`src/hdl/pfba_pkg.sv`:
```
// Shared types, operation codes and constants for the page frame bitmap allocator.
package pfba_pkg;

  // Default geometry of the bitmap
  localparam int ROWS_DEF      = 512;
  localparam int WORD_BITS_DEF = 64;

  // Address and frame field geometry
  localparam int ADDR_W        = 27;
  localparam int FRAME_SHIFT   = 12;
  localparam int FRAME_IN_W    = ADDR_W - FRAME_SHIFT;
  localparam int LOW_MB_FRAMES = 256;

  // Bit offsets within one row, wide enough to hold a row width of up to 64
  localparam int OFS_W = 7;

  // Operation codes
  localparam logic [1:0] OP_ALLOC = 2'd0;
  localparam logic [1:0] OP_FREE  = 2'd1;
  localparam logic [1:0] OP_INIT  = 2'd2;
  localparam logic [1:0] OP_QUERY = 2'd3;

  // Per-row range controls handed from the sequencer to the row unit
  typedef struct packed {
    logic             set_en;
    logic [OFS_W-1:0] set_lo;
    logic [OFS_W-1:0] set_hi;
    logic             clr_en;
    logic [OFS_W-1:0] clr_hi;
  } row_ctl_t;

endpackage

```
`src/hdl/pfba_row_unit.sv`:
```
// Shared row unit: updates one bitmap row for allocate, free, init range and query.
module pfba_row_unit #(
  parameter int WORD_BITS = pfba_pkg::WORD_BITS_DEF
) (
  input  logic [WORD_BITS-1:0]         row_word,
  input  logic [1:0]                   op,
  input  pfba_pkg::row_ctl_t           ctl,
  output logic [WORD_BITS-1:0]         new_word,
  output logic                         hit,
  output logic [$clog2(WORD_BITS)-1:0] col,
  output logic                         qbit
);

  localparam int CW = $clog2(WORD_BITS);

  logic [WORD_BITS-1:0] lowest;
  logic [WORD_BITS-1:0] set_mask;
  logic [WORD_BITS-1:0] clr_mask;

  // Isolate the lowest free bit and encode its position
  always_comb begin
    lowest = row_word & (~row_word + WORD_BITS'(1));
    hit    = |row_word;
    col    = '0;
    for (int c = 0; c < WORD_BITS; c++) begin
      if (lowest[c]) begin
        col = col | CW'(c);
      end
    end
  end

  // Build the set and clear masks from the row offsets
  always_comb begin
    for (int c = 0; c < WORD_BITS; c++) begin
      set_mask[c] = ctl.set_en && (pfba_pkg::OFS_W'(c) >= ctl.set_lo) &&
                    (pfba_pkg::OFS_W'(c) <= ctl.set_hi);
      clr_mask[c] = ctl.clr_en && (pfba_pkg::OFS_W'(c) <= ctl.clr_hi);
    end
  end

  // Select the updated row per operation
  always_comb begin
    qbit = 1'b0;
    case (op)
      pfba_pkg::OP_ALLOC: new_word = row_word & ~lowest;
      pfba_pkg::OP_FREE:  new_word = row_word | set_mask;
      pfba_pkg::OP_INIT:  new_word = (row_word | set_mask) & ~clr_mask;
      pfba_pkg::OP_QUERY: begin
        new_word = row_word;
        qbit     = |(row_word & set_mask);
      end
      default:            new_word = row_word;
    endcase
  end

endmodule

```
`config.mk`:
```
export PLATFORM = sky130hd
export DESIGN_NAME = pfba_row_unit
export DESIGN_NICKNAME = d
export VERILOG_FILES = /design/src/hdl/pfba_pkg.sv /design/src/hdl/pfba_row_unit.sv
export SDC_FILE = /design/constraint.sdc
export NUM_CORES = 1
export LEC_CHECK = 0
export BUFFER_PORTS_ARGS = -buffer_cell sky130_fd_sc_hd__buf_4
export CAP_MARGIN = 15
export CORE_UTILIZATION = 30
export DETAILED_ROUTE_END_ITERATION = 16
export SYNTH_ARGS = -nofsm -noshare
export SYNTH_HDL_FRONTEND = slang
export SYNTH_SLANG_ARGS = --single-unit
```
`constraint.sdc`:
```
create_clock -name vclk -period 4.2
set_input_delay 0.42 -clock vclk [all_inputs]
set_output_delay 0.42 -clock vclk [all_outputs]
set_load 0.01 [all_outputs]
```
; ---- Yosys cells after proc, flatten, opt, wreduce, memory -nomap -nowiden
; Index checks and enable logic that the tools add are counted.
; Widths: inputs -> output; s select.
[classes]
mux = 65
addsub = 1
n_eq_ne = 3
magnitude_cmp = 192
bitwise = 8
n_reduce_logical = 195
[op_table]
columns = cell, n
row1 = $le 6x7->1 const A, 64
row2 = $and 64x64->64, 4
row3 = $pmux 64 s4, 1
row4 = $ge 6x7->1 const A, 32
row5 = $le 5x7->1 const A, 32
row6 = $logic_and 1x1->1, 192
row7 = $mux 6, 32
row8 = $not 64->64, 3
row9 = $reduce_or 64->1, 2
row10 = $ge 5x7->1 const A, 16
row11 = $le 4x7->1 const A, 16
row12 = $mux 5, 16
row13 = $add 64x1->64 const B, 1
row14 = $or 64x64->64, 1
row15 = $ge 4x7->1 const A, 8
row16 = $le 3x7->1 const A, 8
row17 = $mux 4, 8
row18 = $ge 3x7->1 const A, 4
row19 = $le 1x7->1 const A, 4
row20 = $le 2x7->1 const A, 4
row21 = $ge 1x7->1 const A, 2
row22 = $ge 2x7->1 const A, 2
row23 = $mux 3, 4
row24 = $eq 2x2->1 const B, 2
row25 = other kinds (4), 6
[totals]
out_inout_bits = 72
wordCells = 464
reg_bits = 0
input_bits = 89

; ---- Logic depth before layout (Yosys ltp)
; Gate-level depths: netlist of the first run.
[logic_depth]
depth_word = 66
mapped_depth = 10
mapped_depth_nobuf = 7

; ---- Worst setup path before layout of the first run
; Ideal clock, no wire load.
[synth_path]
path_type = input -> output
from = input port row_word[28]
to = output port col[3]
setup_slack_ns = 1.141
t_required_ns = 3.780
path_stages = 9
t_arrival_ns = 2.639
path_buffers = 2
cell_sequence = buf_2 or3_1 buf_2 or2_1 or4_4 nor4_4 a222oi_1 and4_1 o2111ai_1
[synth_via]
elab_chain_cells = 39
[synth_rtl]
columns = item, line
row1 = "start, declared", pfba_row_unit.sv:5  ; input logic [WORD_BITS-1:0] row_word,
row2 = $not 64->64, pfba_row_unit.sv:22  ; lowest = row_word & (~row_word + WORD_BITS'(1));
row3 = $add 64x1->64, pfba_row_unit.sv:22
row4 = $and 64x64->64 (*), pfba_row_unit.sv:22
row5 = $mux 5 (4 in series), pfba_row_unit.sv:26  ; if (lowest[c]) begin
row6 = $mux 6 (31 in series), pfba_row_unit.sv:26
row7 = $mux 6 (*), pfba_row_unit.sv:26
row8 = "end, declared", pfba_row_unit.sv:10  ; output logic [$clog2(WORD_BITS)-1:0] col,
; Every way passes the cells marked *; elsewhere a longest branch is shown, timed or not.

; ---- Worst setup path in the final report of the first run
[layout_path]
from = input port row_word[27]
to = output port col[1]
[layout_via]
elab_chain_cells = 40
[layout_rtl]
columns = item, line
row1 = $not 64->64, pfba_row_unit.sv:22
row2 = $add 64x1->64, pfba_row_unit.sv:22
row3 = $and 64x64->64 (*), pfba_row_unit.sv:22
row4 = $mux 5 (5 in series), pfba_row_unit.sv:26
row5 = $mux 6 (31 in series), pfba_row_unit.sv:26
row6 = $mux 6 (*), pfba_row_unit.sv:26
; Marked as above.

==> results.yml, run 1 <==
power:
  finalPower_mw: 0.8381
  p_comb_frac: 1.000
  pwr-share-seq: 0
  ir_drop_mv: 0.05541
  p_per_area_mw_per_mm2: 117.3
  p_leak_nw: 2.747
  internal-power_mw: 0.2784
  p_sw_mw: 0.5598
  clock_power_share: 0
  switching_share: 0.6679
yosys:
  yosysWarnings: 0
  ys_top_cells_by_area: "a21oi_1, nand2_1, o21ai_0"
  avgSynthCellArea_sq_um: 5.593
  ys_seq_area_frac: 0
  netlist_area_sq_mm: 0.005654
  synth_nets: 1100
  synth_cell_types: 78
  synth.largest_area_cell: "a21oi_1"
  synthCells: 1011
  yosysTopAreaCellShare: 0.1089
route:
  firstDrtPassIters: 6
  routed_wl_microns: 44600
  routed.top_layer: "met4"
  viasPerCell: 7.377
  wl_met3_microns: 6469
  vias: 10010
  drc: 0
  met1_length_microns: 17370
  antenna_left: 0
  drt_iter0_markers: 1870
  post_drt_wl_per_cell_microns: 32.87
  wl_met2_microns: 17890
floorplan:
  core_sq_mm: 0.01821
  rows: 49
  die_y_microns: 139.3
  dieArea_sq_mm: 0.01940
  pin_count: 161
  die-width_microns: 139.3
  initial_core_util: 0.3105
place:
  io_buffer_count: 161
  dpl.hpwl_microns: 35650
  placed_area_sq_mm: 0.007142
  finalWeightedCongestion: 1.078
setup_path:
  crit_chain: "buf_4, or4_1, nor4_2, nand4_1, nor3_1, a32oi_1, nor4b_1, nand4b_1, buf_4"
  crit_top_cell: "buf_4"
  cp_num_buf_inv: 2
  slowest_stage: "nor3_1"
  critPathCaptureType: "primary output"
  cp.arrival_ns: 3.51
  critPathTopFamily: "simple AND/OR/NAND/NOR gates"
  cp_slowest_stage_delay_ns: 0.82
  path_max_fanout: 7
  critPathKind: "primary input to primary output"
  start_kind: "primary input"
  crit_required_ns: 3.78
global_routing:
  grt_pass1_vias: 8894
  grt_pass1_wl_microns: 63370
  antenna_found_initial: 2
  grt_overflow: 0
  grtUsageTotal: 0.4420
  grt_max_degree: 32
clock_network:
  ctsResizeCount: 0
  post_cts_buffers: 0
  cts_hold_buf: 0
sta:
  slew_headroom: 0.3432
  final_max_slew_viol_count: 0
  hold_violations: 0
  setup_violations: 0
  rsz0062_at_grt: "false"
  fin_crit_ns: 3.933
  max_clock_freq_mhz: 254.3
  final.period_utilization: 0.9365
  tightest_slew_ns: 0.9776
  tns_ns: 0
finish:
  area_growth_pct: 26.36
  clkbuf_count: 0
  nNetsFinal: 1218
  fillCellCount: 2070
  seq_cell_count: 0
  seq_area_sq_um: 0
  final_cell_mix: "buf_4, a21oi_1, nand2_1"
  mostFrequentLayoutCell: "buf_4"
  fin_area_sq_mm: 0.007144
  final_core_util: 0.3924
  drive_gt1_frac: 0.2067
run:
  max_cap_violations: 0
worst_hold_path:
  hold_path_class: "primary input to primary output"
run_status:
  status: "completed"
-- logic make-up (layout without fill, tap and decap cells) --
kind of cell           after synthesis  after routing  share of synthesized area
buffers and inverters              120            236                    0.08188
muxes                                3              3                   0.005311
other                                0              1                          0
AOI/OAI and AO/OA                  405            405                     0.4618
and+or+nand+nor                    483            483                     0.4510
-- metal layers --
metal	vias to the layer above	global-route usage
met3	179	0.1084
met1	4635	0.5973
met2	1049	0.6527
met5	-	0
li1	4148	-
met4	0	0.2099
-- worst paths after layout --
check	start	endpoint	cells past startpoint
setup / recovery	row_word[27]	col[1]	9
hold / removal	row_word[14]	new_word[14]	3
-- synth_stat cells, types with 5 or more instances --
cell type,instances
and2_1,13
or3_1,26
nand3b_1,5
o31ai_1,5
nor3_1,55
a21oi_1,123
a32oi_1,9
a21o_1,10
nor3b_1,6
o211ai_1,9
or2_1,5
o21ai_0,77
a221oi_1,20
and3_1,17
or2_2,13
buf_1,5
nand2b_1,10
nand2_1,107
o21a_1,8
o22ai_1,12
nor2_1,98
nand3_1,39
nand4_1,18
nor4_1,18
a2111oi_0,6
a211oi_1,25
nand4b_1,5
inv_1,32
a22oi_1,9
o2111ai_1,5
o221ai_1,5
a31oi_1,30
clkbuf_1,76
and4_1,5
or4_1,10
a41oi_1,6
nor2b_1,10
-- area by class of cell --
type               instances  area [sq um]  share of cell area
repair buffers           202          1529              0.2140
well taps                229         286.5             0.04011
diodes                     1         2.502           0.0003503
multi-input cells        891          5199              0.7277
inverters                 34         127.6             0.01786
-- per-stage QoR --
stage	setup WS [ns]	cells	hold WS (ns)
6_report	0.2669	1357	1.183
5_1_grt	0.1510	1356	1.203
4_1_cts	0.4008	1356	1.182
3_5_place_dp	0.4236	1356	1.182
3_3_place_gp	0.3495	1356	1.181
2_1_floorplan	1.141	1011	0.9628
-- power groups by stage --
stage / registers, mW / clock network [mW] / logic (mW)
6_report: 0 / 0.000000000922 / 0.838
5_1_grt: 0 / 0 / 0.858
4_1_cts: 0 / 0 / 0.795
3_5_place_dp: 0 / 0 / 0.791
3_3_place_gp: 0 / 0 / 0.803
2_1_floorplan: 0 / 0 / 0.383
No activity file was read; power rests on OpenSTA's default activity.
==> inputs of run 2 (changes only) <==
==> constraint.sdc (replaced) <==
create_clock -name vclk -period 5
set_input_delay 0.5 -clock vclk [all_inputs]
set_output_delay 0.5 -clock vclk [all_outputs]
set_load 0.01 [all_outputs]
==> run 2 against run 1 <==
  * Sequential share of layout area is the same
  * Core utilization shrank 0.70 points
  * Clock-buffer cell count is the same
  * Final area shrank 1.8%
  * Flip-flop and latch count is the same
  * Via count shrank 0.85%
  * Die area is the same
  * Hold slack gained 0.18 ns
  * Critical path depth grew 1
==> results.yml, run 2 (synthesized netlist as in run 1, its figures left out) <==
run_status:
  status: "completed"
power:
  p_comb_frac: 1.000
  p_sw_mw: 0.4824
  clock_power_share: 0
  p_leak_nw: 2.667
  p_per_area_mw_per_mm2: 101.3
  pwr-share-seq: 0
  internal-power_mw: 0.2284
  switching_share: 0.6787
  ir_drop_mv: 0.04566
sta:
  fin_crit_ns: 4.380
  tightest_slew_ns: 0.9425
  slew_headroom: 0.3679
  final_max_slew_viol_count: 0
  rsz0062_at_grt: "false"
  max_clock_freq_mhz: 228.3
  hold_violations: 0
  final.period_utilization: 0.8760
  setup_violations: 0
  tns_ns: 0
  fin_hold_ws_ns: 1.362
global_routing:
  antenna_found_initial: 0
  grt_max_degree: 32
  grt_overflow: 0
  grt_pass1_wl_microns: 63890
  grt_pass1_vias: 8961
  grtUsageTotal: 0.4471
floorplan:
  die_y_microns: 139.3
  pin_count: 161
  die-width_microns: 139.3
  dieArea_sq_mm: 0.01940
  rows: 49
  core_sq_mm: 0.01821
  initial_core_util: 0.3105
finish:
  fin_area_sq_mm: 0.007017
  final_cell_mix: "buf_4, a21oi_1, nand2_1"
  seq_area_sq_um: 0
  area_growth_pct: 24.10
  drive_gt1_frac: 0.1960
  fillCellCount: 2083
  mostFrequentLayoutCell: "buf_4"
  clkbuf_count: 0
  finalNonFillerCells: 1341
  multi_input_area_sq_mm: 0.005199
  n_antenna_cell: 0
  seq_cell_count: 0
  nNetsFinal: 1203
place:
  io_buffer_count: 161
  placed_area_sq_mm: 0.007017
  dpl.hpwl_microns: 35930
  finalWeightedCongestion: 1.105
  placed_cells: 1341
route:
  firstDrtPassIters: 6
  vias: 9926
  routed_wl_microns: 45160
  viasPerCell: 7.402
  antenna_left: 0
  post_drt_wl_per_cell_microns: 33.67
  drc: 0
  drt_iter0_markers: 1867
setup_path:
  cp.arrival_ns: 3.88
  crit_required_ns: 4.50
  cp_slowest_stage_delay_ns: 0.70
  crit_top_cell: "buf_4"
  critPathCaptureType: "primary output"
  crit_chain: "buf_4, or4_1, nor4_2, nand3_1, buf_4, nor4_1, a311oi_1, and4_1, o2111ai_1, buf_4"
  critPathKind: "primary input to primary output"
  path_max_fanout: 8
  slowest_stage: "nor4_1"
  start_kind: "primary input"
clock_network:
  cts_hold_buf: 0
  post_cts_buffers: 0
  ctsResizeCount: 0
worst_hold_path:
  hold_depth: 3
  hold_path_class: "primary input to primary output"
run:
  max_cap_violations: 0
==> run 2: cell count changes in the layout (fill, tap and decap cells not counted), sizes merged <==
cell / before / now
buf: 202 / 187
diode: 1 / 0
==> run 2: area by class of cell <==
class                      instances  share of cell area
inverter                          34             0.01819
timing repair buffer             187              0.2001
multi-input combinational        891              0.7409
tap                              229             0.04083
==> run 2: through the flow <==
step	util	power [mW]	setup WS, ns
floorplan	-	0.3219	1.781
global placement	0.3854	0.6796	0.8080
detailed placement	0.3854	0.6717	0.7683
CTS	0.3854	0.6747	0.7609
global route	0.3854	0.7265	0.5689
finish	0.3854	0.7108	0.6202
==> run 2: power by group through the flow <==
stage | combinational (mW) | sequential (mW) | clock [mW]
2_1_floorplan | 0.322 | 0 | 0
3_3_place_gp | 0.680 | 0 | 0
3_5_place_dp | 0.672 | 0 | 0
4_1_cts | 0.675 | 0 | 0
5_1_grt | 0.726 | 0 | 0
6_report | 0.711 | 0 | 0
==> run 2: worst max-delay path: cells and delay by family <==
kind	cells	cell delay, ns
simple gates	5	2.40
buf+inv	3	0.61
compound gates	2	0.37
==> run 2: metal layers <==
layer  track usage  part of all wire  vias up
met3        0.1077              0.15      198
li1              -                 -     4111
met5             0                 0        -
met1        0.5977              0.38     4609
met4        0.2339             0.069        0
met2        0.6601              0.41     1008
==> run 2: path summary, 6_finish.rpt <==
path	start	endpoint
max	row_word[2]	col[3]
min	row_word[14]	new_word[14]
==> inputs of run 3 (changes only) <==
--- a/config.mk
+++ b/config.mk
@@ -9,6 +9,7 @@
 export CAP_MARGIN = 15
 export CORE_UTILIZATION = 30
 export DETAILED_ROUTE_END_ITERATION = 16
+export MAX_ROUTING_LAYER = met4
 export SYNTH_ARGS = -nofsm -noshare
 export SYNTH_HDL_FRONTEND = slang
 export SYNTH_SLANG_ARGS = --single-unit
==> run 3 against run 2 <==
  * Fmax grew 4.3%
  * Sequential share of layout area did not move
  * Clock-buffer cell count unchanged
  * Wire length decreased by 5.5%
  * Critical path depth down 1
  * Cell count shrank 0.30%
  * Hold slack got worse by 0.020 ns
  * Flip-flop and latch count did not move
  * First-iteration DRC count is 3.1% higher
  * Critical endpoint is now new_word[57]
  * Setup slack better by 0.18 ns
  * Final area down 0.57%
  * Critical path type unchanged
==> results.yml, run 3 (synthesized netlist as in run 1, its figures left out) <==
route:
  post_drt_wl_per_cell_microns: 31.92
  firstDrtPassIters: 6
  vias: 9885
  drc: 0
  routed_wl_microns: 42670
  viasPerCell: 7.393
  antenna_left: 0
  drt_iter0_markers: 1925
sta:
  setup_violations: 0
  tightest_slew_ns: 1.104
  fin_hold_ws_ns: 1.342
  tns_ns: 0
  final_max_slew_viol_count: 0
  final.period_utilization: 0.8399
  rsz0062_at_grt: "false"
  fin_crit_ns: 4.199
  slew_headroom: 0.2534
  max_clock_freq_mhz: 238.1
  hold_violations: 0
  fin_ws_ns: 0.8006
finish:
  seq_cell_count: 0
  nNetsFinal: 1197
  mostFrequentLayoutCell: "buf_4"
  final_cell_mix: "buf_4, a21oi_1, nand2_1"
  area_growth_pct: 23.39
  multi_input_area_sq_mm: 0.005199
  drive_gt1_frac: 0.1917
  finalNonFillerCells: 1337
  seq_area_sq_um: 0
  fillCellCount: 2061
  clkbuf_count: 0
setup_path:
  cp.arrival_ns: 3.70
  start_kind: "primary input"
  crit_required_ns: 4.50
  path_max_fanout: 8
  critPathKind: "primary input to primary output"
  critPathCaptureType: "primary output"
global_routing:
  met1_usage: 0.5644
  antenna_found_initial: 1
  grt_max_degree: 47
  grt_overflow: 0
  grt_use_met3: 0.1187
  grt_pass1_vias: 9020
  gr-max-usage-layer: "met2"
  grtUsageTotal: 0.4350
  grt_pass1_wl_microns: 61360
  grt_use_met2: 0.6028
place:
  finalWeightedCongestion: 1.113
  dpl.hpwl_microns: 33450
  io_buffer_count: 161
  placed_cells: 1335
  place_ws_ns: 0.9183
run_status:
  status: "completed"
clock_network:
  post_cts_buffers: 0
  cts_hold_buf: 0
  ctsResizeCount: 0
floorplan:
  rows: 49
  pin_count: 161
  initial_core_util: 0.3105
  dieArea_sq_mm: 0.01940
  die_y_microns: 139.3
  die-width_microns: 139.3
  core_sq_mm: 0.01821
worst_hold_path:
  hold_path_class: "primary input to primary output"
run:
  max_cap_violations: 0
==> run 3: changes by cell type in the layout (fill, tap and decap cells not counted) <==
cell     delta
diode_2     +2
buf_4       -6
==> run 3: routing by layer <==
metal	part of all wire	vias up
met5	0	-
met4	0.068	0
met3	0.14	192
met2	0.40	988
met1	0.39	4609
li1	-	4096
==> run 3: critical path, stage by stage <==
cell and delay, ns:
buf_4 0.14, or4_1 0.71, nor4_2 0.33, nand3_1 0.36, nor4_1 0.85, nand2_1 0.16, nor3_1 0.26, a32oi_1 0.17
buf_4 0.21
==> run 3: final cells by class <==
type / instances / share of cell area
Multi-Input combinational cell: 891 / 0.7452
Timing Repair Buffer: 181 / 0.1948
Tap cell: 229 / 0.04107
Inverter: 34 / 0.01829
Antenna cell: 2 / 0.0007174
==> run 3: per-stage QoR <==
| step | instance area [sq um] | utilization |
|---|---|---|
| floorplan | 5654 | - |
| global placement | 6972 | 0.3829 |
| detailed placement | 6972 | 0.3829 |
| CTS | 6972 | 0.3829 |
| global route | 6974 | 0.3830 |
| finish | 6977 | 0.3832 |
==> run 3: path summary, 6_finish.rpt <==
kind               startpoint           end  depth (start not counted)
setup / recovery  row_word[2]  new_word[57]                          9
hold / removal    row_word[5]   new_word[5]                          3
